==> src/edc_pkg.sv <==
// shared types, constants and face lookup for the electronic dice controller
// no dependencies
package edc_pkg;

  localparam int SleepWidth = 16;
  localparam int FlipWidth  = 8;
  localparam int WordWidth  = 16;
  localparam int FaceWidth  = 3;
  localparam int LedWidth   = 4;
  localparam int CfgWidth   = 16;

  localparam logic [SleepWidth-1:0] SLEEP_RESET  = 16'd20000;
  localparam logic [FlipWidth-1:0]  FLIP_RESET   = 8'd80;
  localparam logic [WordWidth-1:0]  SEED         = 16'd1;
  localparam logic [WordWidth-1:0]  REJECT_ABOVE = 16'hFFFB;

  // floor(w / 6) == (w * DIV6_MUL) >> DIV6_SHIFT for any 16-bit w
  localparam logic [15:0] DIV6_MUL   = 16'd43691;
  localparam int          DIV6_SHIFT = 18;

  typedef enum logic [0:0] {
    REG_SLEEP_TICKS = 1'b0,
    REG_FLIP_TICKS  = 1'b1
  } cfg_reg_t;

  function automatic logic [LedWidth-1:0] face_leds(input logic [FaceWidth-1:0] face);
    logic [LedWidth-1:0] leds;
    case (face)
      3'd0: leds = 4'b0001;
      3'd1: leds = 4'b0010;
      3'd2: leds = 4'b0011;
      3'd3: leds = 4'b0110;
      3'd4: leds = 4'b0111;
      3'd5: leds = 4'b1110;
      default: leds = 4'b0001;
    endcase
    return leds;
  endfunction

endpackage

==> src/edc_draw.sv <==
// one die draw: xorshift generator with a shared shift stage, rejection and mod 6
// depends on edc_pkg
module edc_draw (
  input  logic                          clk,
  input  logic                          rst,
  input  logic                          start,
  output logic                          done,
  output logic [edc_pkg::FaceWidth-1:0] face
);
  import edc_pkg::*;

  typedef enum logic [2:0] {
    D_IDLE,
    D_SHIFT,
    D_CHECK,
    D_MUL,
    D_MOD
  } draw_state_t;

  draw_state_t state;
  logic [WordWidth-1:0] word;
  logic [1:0] step;
  logic [31:0] product;

  logic [WordWidth-1:0] shifted;
  logic [13:0] quot;
  logic [WordWidth-1:0] remainder;

  // shared shift unit, one xorshift term per cycle
  always_comb begin
    case (step)
      2'd0: shifted = word << 9;
      2'd1: shifted = word >> 7;
      2'd2: shifted = word << 13;
      default: shifted = '0;
    endcase
  end

  assign quot      = product[31:DIV6_SHIFT];
  assign remainder = word - ({2'b00, quot} << 2) - ({2'b00, quot} << 1);

  always_ff @(posedge clk) begin
    if (rst) begin
      state <= D_IDLE;
      word  <= SEED;
      step  <= '0;
      done  <= 1'b0;
    end else begin
      case (state)
        D_IDLE: begin
          done <= 1'b0;
          if (start) begin
            step  <= '0;
            state <= D_SHIFT;
          end
        end
        D_SHIFT: begin
          word <= word ^ shifted;
          if (step == 2'd2) begin
            state <= D_CHECK;
          end
          step <= step + 2'd1;
        end
        D_CHECK: begin
          step <= '0;
          if (word > REJECT_ABOVE) begin
            state <= D_SHIFT;
          end else begin
            state <= D_MUL;
          end
        end
        D_MUL: begin
          product <= 32'(word) * 32'(DIV6_MUL);
          state   <= D_MOD;
        end
        D_MOD: begin
          face  <= remainder[FaceWidth-1:0];
          done  <= 1'b1;
          state <= D_IDLE;
        end
        default: state <= D_IDLE;
      endcase
    end
  end

endmodule

==> src/electronic_dice_controller.sv <==
// two-die dice controller advanced one tick per input request
// depends on edc_pkg and edc_draw
//
// usage: each input request carries the button level of one tick and yields
// exactly one output request with both faces, their led group patterns and
// the shuffling and asleep flags after the tick's update.
// configuration: cfg_write with cfg_index 0 sets sleep_ticks, 1 sets
// flip_ticks; write only while the block is idle.
// order: a tick without a redraw passes from the idle state to S_DONE, which
// raises out_valid once the output register is free. a tick that redraws runs
// the draw unit twice; one draw goes from launch through start, three shift
// steps, reject check, multiply, remainder and done, and every rejected word
// repeats the three shift steps and the reject check.
// throughput: one request at a time; in_ready is high only between ticks, in
// the idle state, so a request waits until the previous result is registered.
// the output register holds a result until taken, and the next request is
// accepted meanwhile; a stalled receiver holds the following result back.
// reset: config returns to 20000 and 80, mode idle, generator seeded with 1,
// dice lit on face one, no output pending.
module electronic_dice_controller #(
  parameter logic [edc_pkg::SleepWidth-1:0] SLEEP_DEFAULT = edc_pkg::SLEEP_RESET,
  parameter logic [edc_pkg::FlipWidth-1:0]  FLIP_DEFAULT  = edc_pkg::FLIP_RESET
) (
  input  logic                          clk,
  input  logic                          rst,
  input  logic                          cfg_write,
  input  logic                          cfg_index,
  input  logic [edc_pkg::CfgWidth-1:0]  cfg_data,
  input  logic                          in_valid,
  output logic                          in_ready,
  input  logic                          button,
  output logic                          out_valid,
  input  logic                          out_ready,
  output logic [edc_pkg::FaceWidth-1:0] left_face,
  output logic [edc_pkg::FaceWidth-1:0] right_face,
  output logic [edc_pkg::LedWidth-1:0]  left_pattern,
  output logic [edc_pkg::LedWidth-1:0]  right_pattern,
  output logic                          shuffling,
  output logic                          asleep
);
  import edc_pkg::*;

  typedef enum logic [1:0] {
    S_IDLE,
    S_LEFT,
    S_RIGHT,
    S_DONE
  } ctl_state_t;

  ctl_state_t state;
  logic [SleepWidth-1:0] sleep_ticks;
  logic [FlipWidth-1:0]  flip_ticks;
  logic mode_shuffle;
  logic power_down;
  logic [SleepWidth-1:0] idle_count;
  logic [FlipWidth-1:0]  blink_count;
  logic [FaceWidth-1:0]  left_value;
  logic [FaceWidth-1:0]  right_value;
  logic lit;
  logic draw_start;

  logic draw_done;
  logic [FaceWidth-1:0] draw_face;

  logic [SleepWidth:0] idle_inc;
  logic [FlipWidth:0]  blink_inc;
  logic idle_reached;
  logic blink_reached;
  logic redraw;
  logic display_on;

  edc_draw u_draw (
    .clk   (clk),
    .rst   (rst),
    .start (draw_start),
    .done  (draw_done),
    .face  (draw_face)
  );

  assign in_ready      = (state == S_IDLE);
  assign idle_inc      = {1'b0, idle_count} + 1'b1;
  assign blink_inc     = {1'b0, blink_count} + 1'b1;
  assign idle_reached  = idle_inc >= {1'b0, sleep_ticks};
  assign blink_reached = blink_inc >= {1'b0, flip_ticks};
  assign redraw        = mode_shuffle && button && blink_reached;
  assign display_on    = lit && !power_down;

  always_ff @(posedge clk) begin
    if (rst) begin
      sleep_ticks <= SLEEP_DEFAULT;
      flip_ticks  <= FLIP_DEFAULT;
    end else if (cfg_write) begin
      case (cfg_index)
        REG_SLEEP_TICKS: sleep_ticks <= cfg_data[SleepWidth-1:0];
        REG_FLIP_TICKS:  flip_ticks  <= cfg_data[FlipWidth-1:0];
        default: ;
      endcase
    end
  end

  always_ff @(posedge clk) begin
    if (rst) begin
      state        <= S_IDLE;
      mode_shuffle <= 1'b0;
      power_down   <= 1'b0;
      idle_count   <= '0;
      blink_count  <= '0;
      left_value   <= '0;
      right_value  <= '0;
      lit          <= 1'b1;
      draw_start   <= 1'b0;
      out_valid    <= 1'b0;
    end else begin
      if (out_valid && out_ready && (state != S_DONE)) begin
        out_valid <= 1'b0;
      end
      case (state)
        S_IDLE: begin
          draw_start <= in_valid && redraw;
          if (in_valid) begin
            state <= redraw ? S_LEFT : S_DONE;
            if (!mode_shuffle) begin
              if (power_down) begin
                if (button) begin
                  power_down   <= 1'b0;
                  blink_count  <= '0;
                  mode_shuffle <= 1'b1;
                end
              end else begin
                idle_count <= idle_reached ? '0 : idle_inc[SleepWidth-1:0];
                if (button) begin
                  blink_count  <= '0;
                  mode_shuffle <= 1'b1;
                end else if (idle_reached) begin
                  power_down <= 1'b1;
                end
              end
            end else if (!button) begin
              lit          <= 1'b1;
              idle_count   <= '0;
              mode_shuffle <= 1'b0;
            end else if (blink_reached) begin
              blink_count <= '0;
              lit         <= !lit;
            end else begin
              blink_count <= blink_inc[FlipWidth-1:0];
            end
          end
        end
        S_LEFT: begin
          draw_start <= draw_done;
          if (draw_done) begin
            left_value <= draw_face;
            state      <= S_RIGHT;
          end
        end
        S_RIGHT: begin
          draw_start <= 1'b0;
          if (draw_done) begin
            right_value <= draw_face;
            state       <= S_DONE;
          end
        end
        S_DONE: begin
          draw_start <= 1'b0;
          if (!out_valid || out_ready) begin
            left_face     <= left_value;
            right_face    <= right_value;
            left_pattern  <= display_on ? face_leds(left_value) : '0;
            right_pattern <= display_on ? face_leds(right_value) : '0;
            shuffling     <= mode_shuffle;
            asleep        <= power_down;
            out_valid     <= 1'b1;
            state         <= S_IDLE;
          end
        end
        default: state <= S_IDLE;
      endcase
    end
  end

endmodule
==> config.mk <==
export PLATFORM = sky130hd
export DESIGN_NAME = electronic_dice_controller
export DESIGN_NICKNAME = d
export VERILOG_FILES = /design/src/edc_pkg.sv /design/src/edc_draw.sv /design/src/electronic_dice_controller.sv
export SDC_FILE = /design/constraint.sdc
export NUM_CORES = 1
export LEC_CHECK = 0
export ABC_AREA = 1
export BUFFER_PORTS_ARGS = -buffer_cell sky130_fd_sc_hd__buf_2
export CAP_MARGIN = 20
export CORE_MARGIN = 2
export CORE_UTILIZATION = 35
export DETAILED_ROUTE_END_ITERATION = 10
export GPL_TIMING_DRIVEN = 0
export SLEW_MARGIN = 20
export SYNTH_ARGS = -nofsm -noshare
export SYNTH_HDL_FRONTEND = slang
export SYNTH_HIERARCHICAL = 1
export SYNTH_SLANG_ARGS = --single-unit
==> constraint.sdc <==
create_clock -name clk -period 8.1 [get_ports clk]
set_clock_uncertainty 0.2 [all_clocks]
set_input_delay 0.81 -clock clk [delete_from_list [all_inputs] [get_ports clk]]
set_output_delay 0.81 -clock clk [all_outputs]
set_load 0.1 [all_outputs]
==> impl_results.html <==
<table>
<tr><th>Metric</th><th>Value</th></tr>
<tr><th colspan="2">Logic synthesis</th></tr>
<tr><td>Count of state elements after synthesis</td><td>104</td></tr>
<tr><td>Share of Yosys cell area claimed by the top area cell type</td><td>18.6%</td></tr>
<tr><td>Multiplexer share of the synthesized area</td><td>0%</td></tr>
<tr><td>Top area cells in the synthesized netlist</td><td>sky130_fd_sc_hd__dfxtp_1, sky130_fd_sc_hd__ha_1, sky130_fd_sc_hd__fa_1</td></tr>
<tr><td>Fraction of the mapped netlist area in adder cells</td><td>28.3%</td></tr>
<tr><td>Flip-flop cell with the highest count after synthesis</td><td>sky130_fd_sc_hd__dfxtp_1</td></tr>
<tr><td>Count of warnings emitted by yosys</td><td>6</td></tr>
<tr><td>Post-Syn Nets</td><td>roughly 1,300</td></tr>
<tr><td>Synth Area in Simple Gates</td><td>between 20% and 30%</td></tr>
<tr><td>Number of enable flip-flop cells after synthesis</td><td>21</td></tr>
<tr><td>Xor/xnor cell area share of the yosys netlist</td><td>1.96%</td></tr>
<tr><td>Fraction of synthesis flops using an asynchronous set or reset pin</td><td>0%</td></tr>
<tr><td>Unique masters post-synth</td><td>46</td></tr>
<tr><td>Share of synthesized area occupied by flip-flops and latches</td><td>25.6%</td></tr>
<tr><td>Cell count after synthesis</td><td>between 1,000 and 1,500</td></tr>
<tr><td>Synthesized area</td><td>8950 µm²</td></tr>
<tr><td>Average instance area after synthesis</td><td>7.94 µm²</td></tr>
<tr><td>Post-synthesis compound-gate area fraction</td><td>10.2%</td></tr>
<tr><td>Main combinational cell family by area after synthesis</td><td>adder cells</td></tr>
<tr><td>Largest area contributor in the netlist</td><td>sky130_fd_sc_hd__dfxtp_1</td></tr>
<tr><th colspan="2">GRT</th></tr>
<tr><td>Aggregate global-route resource usage</td><td>15.3%</td></tr>
<tr><td>Grt ovf</td><td>0</td></tr>
<tr><td>Via count of the first global-routing pass</td><td>6,753</td></tr>
<tr><td>Maximum number of pins on one net before global-route repair</td><td>19</td></tr>
<tr><td>Wire length of the first global-routing pass</td><td>32,800 µm</td></tr>
<tr><td>Initial antenna violation count</td><td>0</td></tr>
<tr><th colspan="2">Critical path</th></tr>
<tr><td>End point of the critical path</td><td>u_draw/product[19]</td></tr>
<tr><td>Origin of the worst setup path</td><td>u_draw/word[1]</td></tr>
<tr><td>Critical Path, Cell by Cell</td><td>ha_1 &gt; xor2_1 &gt; ha_1 &gt; or2_2 &gt; fa_1 &gt; fa_1 &gt; fa_1 &gt; inv_1 &gt; fa_1 &gt; inv_1 &gt; ha_1 &gt; nand2_1 &gt; nor2_1 &gt; nand2_1 &gt; nor3_1 &gt; nand2_1 &gt; nand2_1 &gt; inv_1 &gt; nand2_1 &gt; nand2_1</td></tr>
<tr><td>Crit end category</td><td>flop</td></tr>
<tr><td>Crit path largest cell delay</td><td>720 ps</td></tr>
<tr><td>Startpoint of the most critical register-to-register path</td><td>u_draw/word[1]</td></tr>
<tr><td>Cell repeated most along the worst path</td><td>sky130_fd_sc_hd__nand2_1</td></tr>
<tr><td>Largest driver fanout on the critical path</td><td>12</td></tr>
<tr><td>Setup slack of the worst register-to-register path</td><td>2430 ps</td></tr>
<tr><td>Crit path max-delay cell type</td><td>sky130_fd_sc_hd__dfxtp_1</td></tr>
<tr><td>Capture point of the worst reg-to-reg path</td><td>u_draw/product[19]</td></tr>
<tr><td>Category of the most critical setup path</td><td>flop to flop</td></tr>
<tr><td>CP Data Required Time</td><td>7990 ps</td></tr>
<tr><td>CP startpoint kind</td><td>flop</td></tr>
<tr><td>Length in cells of the worst reg-to-reg path</td><td>20</td></tr>
<tr><td>Crit path arrival time</td><td>5550 ps</td></tr>
<tr><th colspan="2">Layout</th></tr>
<tr><td>Synth-to-Final Area Change</td><td>10.4%</td></tr>
<tr><td>Antenna cells</td><td>0</td></tr>
<tr><td>Count of placed standard cells in the final layout, fillers left out</td><td>roughly 1,500</td></tr>
<tr><td>Share of post-route cells with drive strength above 1</td><td>11.1%</td></tr>
<tr><td>Final core utilization</td><td>39.3%</td></tr>
<tr><td>Total of fill cells in the finished design</td><td>about 2,600</td></tr>
<tr><td># nets final</td><td>1,374</td></tr>
<tr><th colspan="2">Routing</th></tr>
<tr><td>Drt initial violations</td><td>around 400</td></tr>
<tr><td>Wirelength, routed</td><td>about 19,000 µm</td></tr>
<tr><td>Count of vias placed by the detailed router</td><td>between 7,000 and 8,000</td></tr>
<tr><td>Wire per inst</td><td>12.9 µm</td></tr>
<tr><td>Post-route DRC violation count</td><td>0</td></tr>
<tr><td>Detailed-route vias per instance</td><td>4.69</td></tr>
<tr><td>Number of search-and-repair iterations in the first detailed-routing pass</td><td>4</td></tr>
<tr><td>Number of antenna-violating nets in the routed design</td><td>0</td></tr>
<tr><th colspan="2">Place</th></tr>
<tr><td>Hpwl dp</td><td>16,000 µm</td></tr>
<tr><td>Placer congestion estimate</td><td>slightly below 0.9</td></tr>
<tr><td>Setup slack after placement</td><td>2450 ps</td></tr>
<tr><td>IO buf count</td><td>40</td></tr>
<tr><td>Placed cells</td><td>1,499</td></tr>
<tr><th colspan="2">Die</th></tr>
<tr><td>Chip Height</td><td>164 µm</td></tr>
<tr><td>Count of boundary I/O pins</td><td>41</td></tr>
<tr><td>Row count</td><td>58</td></tr>
<tr><td>Starting density of the core</td><td>35.6%</td></tr>
<tr><td>Chip Width</td><td>164 µm</td></tr>
<tr><td>Placeable Area</td><td>between 20,000 and 30,000 µm²</td></tr>
<tr><td>Area of the die</td><td>26,900 µm²</td></tr>
<tr><th colspan="2">Power and ir drop</th></tr>
<tr><td>Pwr per Cell Area</td><td>137 nW/µm²</td></tr>
<tr><td>Leak Pwr</td><td>roughly 4.8 nW</td></tr>
<tr><td>Worst vdd rail ir drop</td><td>165 µV</td></tr>
<tr><th colspan="2">Clocking</th></tr>
<tr><td>Clock sink count</td><td>between 100 and 150</td></tr>
<tr><td>H-Tree Level Count</td><td>3</td></tr>
<tr><td>Buffers inserted during post-CTS setup optimization</td><td>0</td></tr>
<tr><td>Clock buffer count from CTS</td><td>9</td></tr>
<tr><td>Max clock buf depth</td><td>2</td></tr>
<tr><td>Clock insertion delay at the later pin of the skew report</td><td>350 ps</td></tr>
<tr><td>Clock transition at the registers of the reported paths</td><td>70 ps</td></tr>
<tr><td>CTS Root Buffer Type</td><td>sky130_fd_sc_hd__clkbuf_16</td></tr>
<tr><td>PostCTS Resize Cnt</td><td>0</td></tr>
<tr><td>Number of hold-repair buffers added at the cts stage</td><td>0</td></tr>
<tr><td>Clock tree from TritonCTS</td><td>built</td></tr>
<tr><th colspan="2">Status</th></tr>
<tr><td>Status</td><td>complete, no violations</td></tr>
<tr><th colspan="2">STA</th></tr>
<tr><td>Fin worst setup slack</td><td>between 2000 and 2500 ps</td></tr>
<tr><td>Worst-margin pin slew</td><td>~710 ps</td></tr>
<tr><td>Max-slew violation count</td><td>0</td></tr>
<tr><td>Count of final hold-check violations</td><td>0</td></tr>
<tr><td>Number of setup violations in the final report</td><td>0</td></tr>
<tr><td>Min Hold Slack</td><td>268 ps</td></tr>
<tr><td>Sum of negative setup slack</td><td>0 ps</td></tr>
<tr><td>Fmax</td><td>0.176 GHz</td></tr>
<tr><td>Setup repair after global routing missed its margin</td><td>no</td></tr>
<tr><td>Final clock period utilization by the worst path</td><td>69.9%</td></tr>
<tr><td>Minimum period implied by the final worst setup slack</td><td>around 5700 ps</td></tr>
<tr><td>Slew HR</td><td>52.7%</td></tr>
<tr><th colspan="2">Min path</th></tr>
<tr><td>HP Class</td><td>flop to flop</td></tr>
<tr><th colspan="2">Flow run</th></tr>
<tr><td>Max-capacitance violation count</td><td>0</td></tr>
</table>
## flip-flops by register name, indices dropped and copies added, names as in the netlist
signal,count
left_face,3
right_value,3
lit,1
left_pattern,4
u_draw/step,2
mode_shuffle,1
state,2
right_pattern,4
power_down,1
out_valid,1
right_face,3
u_draw/done,1
u_draw/word,16
asleep,1
draw_start,1
shuffling,1
idle_count,16
sleep_ticks,16
u_draw/face,3
u_draw/product,2
flip_ticks,8
blink_count,8
left_value,3
u_draw/state,3
## worst max-delay path, delay by kind of cell, from the launching register on
| family | cells | cell delay, ps |
|---|---|---|
| xor+xnor | 1 | 180 |
| buf+inv | 3 | 160 |
| simple gates | 9 | 1140 |
| fa+ha+maj | 7 | 2990 |
| flops | 1 | 720 |
## cells in the final DEF, fill, tap and decap left out, types with 11 or more instances in the layout
cell                       netlist  final
sky130_fd_sc_hd__a21oi_2        16     16
sky130_fd_sc_hd__ha_1          118    118
sky130_fd_sc_hd__nor3_1         17     16
sky130_fd_sc_hd__nor3_2         12     13
sky130_fd_sc_hd__a21oi_1        78     78
sky130_fd_sc_hd__dfxtp_1        83     83
sky130_fd_sc_hd__clkbuf_1       10     11
sky130_fd_sc_hd__inv_1         250    250
sky130_fd_sc_hd__nand3_2        12     12
sky130_fd_sc_hd__fa_1           53     53
sky130_fd_sc_hd__o21ai_0        38     38
sky130_fd_sc_hd__nand3_1        43     43
sky130_fd_sc_hd__edfxtp_1       21     21
sky130_fd_sc_hd__xor2_1         15     15
sky130_fd_sc_hd__nor2_1         76     76
sky130_fd_sc_hd__buf_2           3     43
sky130_fd_sc_hd__nand2_1       193    193
sky130_fd_sc_hd__nand4_1        13     13
## report_power, final
group,internal [mW],switching [mW]
Clock,0.246,0.209
Combinational,0.0916,0.234
Sequential,0.558,0.0219
## area by class of cell
type | count | area, µm² | area share [%]
multi-input cells | 750 | 5590 | 56.5
plain buffers | 17 | 103 | 1.04
clock buffers | 10 | 229 | 2.32
well taps | 330 | 413 | 4.18
inverters | 257 | 977 | 9.88
clock inverters | 6 | 73.8 | 0.747
repair buffers | 41 | 211 | 2.14
flip-flops and latches | 104 | 2290 | 23.2
## cells in the mapped netlist (4+ instances only)
library cell	count
sky130_fd_sc_hd__nand3_2	12
sky130_fd_sc_hd__clkbuf_1	10
sky130_fd_sc_hd__xor2_1	15
sky130_fd_sc_hd__nand3_1	43
sky130_fd_sc_hd__nand3b_1	4
sky130_fd_sc_hd__nor3_2	12
sky130_fd_sc_hd__xnor2_1	5
sky130_fd_sc_hd__fa_1	53
sky130_fd_sc_hd__nor2_4	4
sky130_fd_sc_hd__o21ai_0	38
sky130_fd_sc_hd__edfxtp_1	21
sky130_fd_sc_hd__inv_1	250
sky130_fd_sc_hd__o211ai_1	7
sky130_fd_sc_hd__nor3_1	17
sky130_fd_sc_hd__nor2_1	76
sky130_fd_sc_hd__nand2_1	193
sky130_fd_sc_hd__nand4_1	13
sky130_fd_sc_hd__ha_1	118
sky130_fd_sc_hd__nor2_2	5
sky130_fd_sc_hd__a21oi_1	78
sky130_fd_sc_hd__inv_2	5
sky130_fd_sc_hd__o21ai_1	7
sky130_fd_sc_hd__o22ai_1	4
sky130_fd_sc_hd__a21oi_2	16
sky130_fd_sc_hd__dfxtp_1	83
## per-stage QoR
step                power [mW]  cell area (µm²)
floorplan                0.842             8950
global placement         0.910             9570
detailed placement       0.917             9580
CTS                       1.37             9890
global route              1.44             9890
finish                    1.36             9890
## metal layers
metal | part of all wire, % | vias up | GRT usage (%) | wire, µm
met2 | 45 | 94 | 25.2 | 8850
met3 | 2.8 | 15 | 1.46 | 545
met5 | 0 | - | 0 | 0
met4 | 1.1 | 0 | 3.83 | 214
met1 | 51 | 3312 | 21.5 | 9890
li1 | - | 3687 | - | -
## worst min-delay path by stage
stage | start | to | slack (ps) | depth (start not counted)
global route | sleep_ticks[8] | sleep_ticks[8] | 300 | 2
detailed placement | blink_count[3] | blink_count[3] | 260 | 2
CTS | blink_count[3] | blink_count[3] | 270 | 2
floorplan | flip_ticks[1] | flip_ticks[1] | 230 | 2
finish | blink_count[3] | blink_count[3] | 270 | 2
global placement | blink_count[3] | blink_count[3] | 260 | 2
## cell families after synthesis
| group | count (synthesis) |
|---|---|
| AO/OA/AOI/OAI | 161 |
| XOR/XNOR | 20 |
| adder cells (fa/ha/maj) | 171 |
| buffers and inverters | 274 |
| flip-flops | 104 |
| AND/OR/NAND/NOR | 398 |
Power figures use the tool's default switching activity.
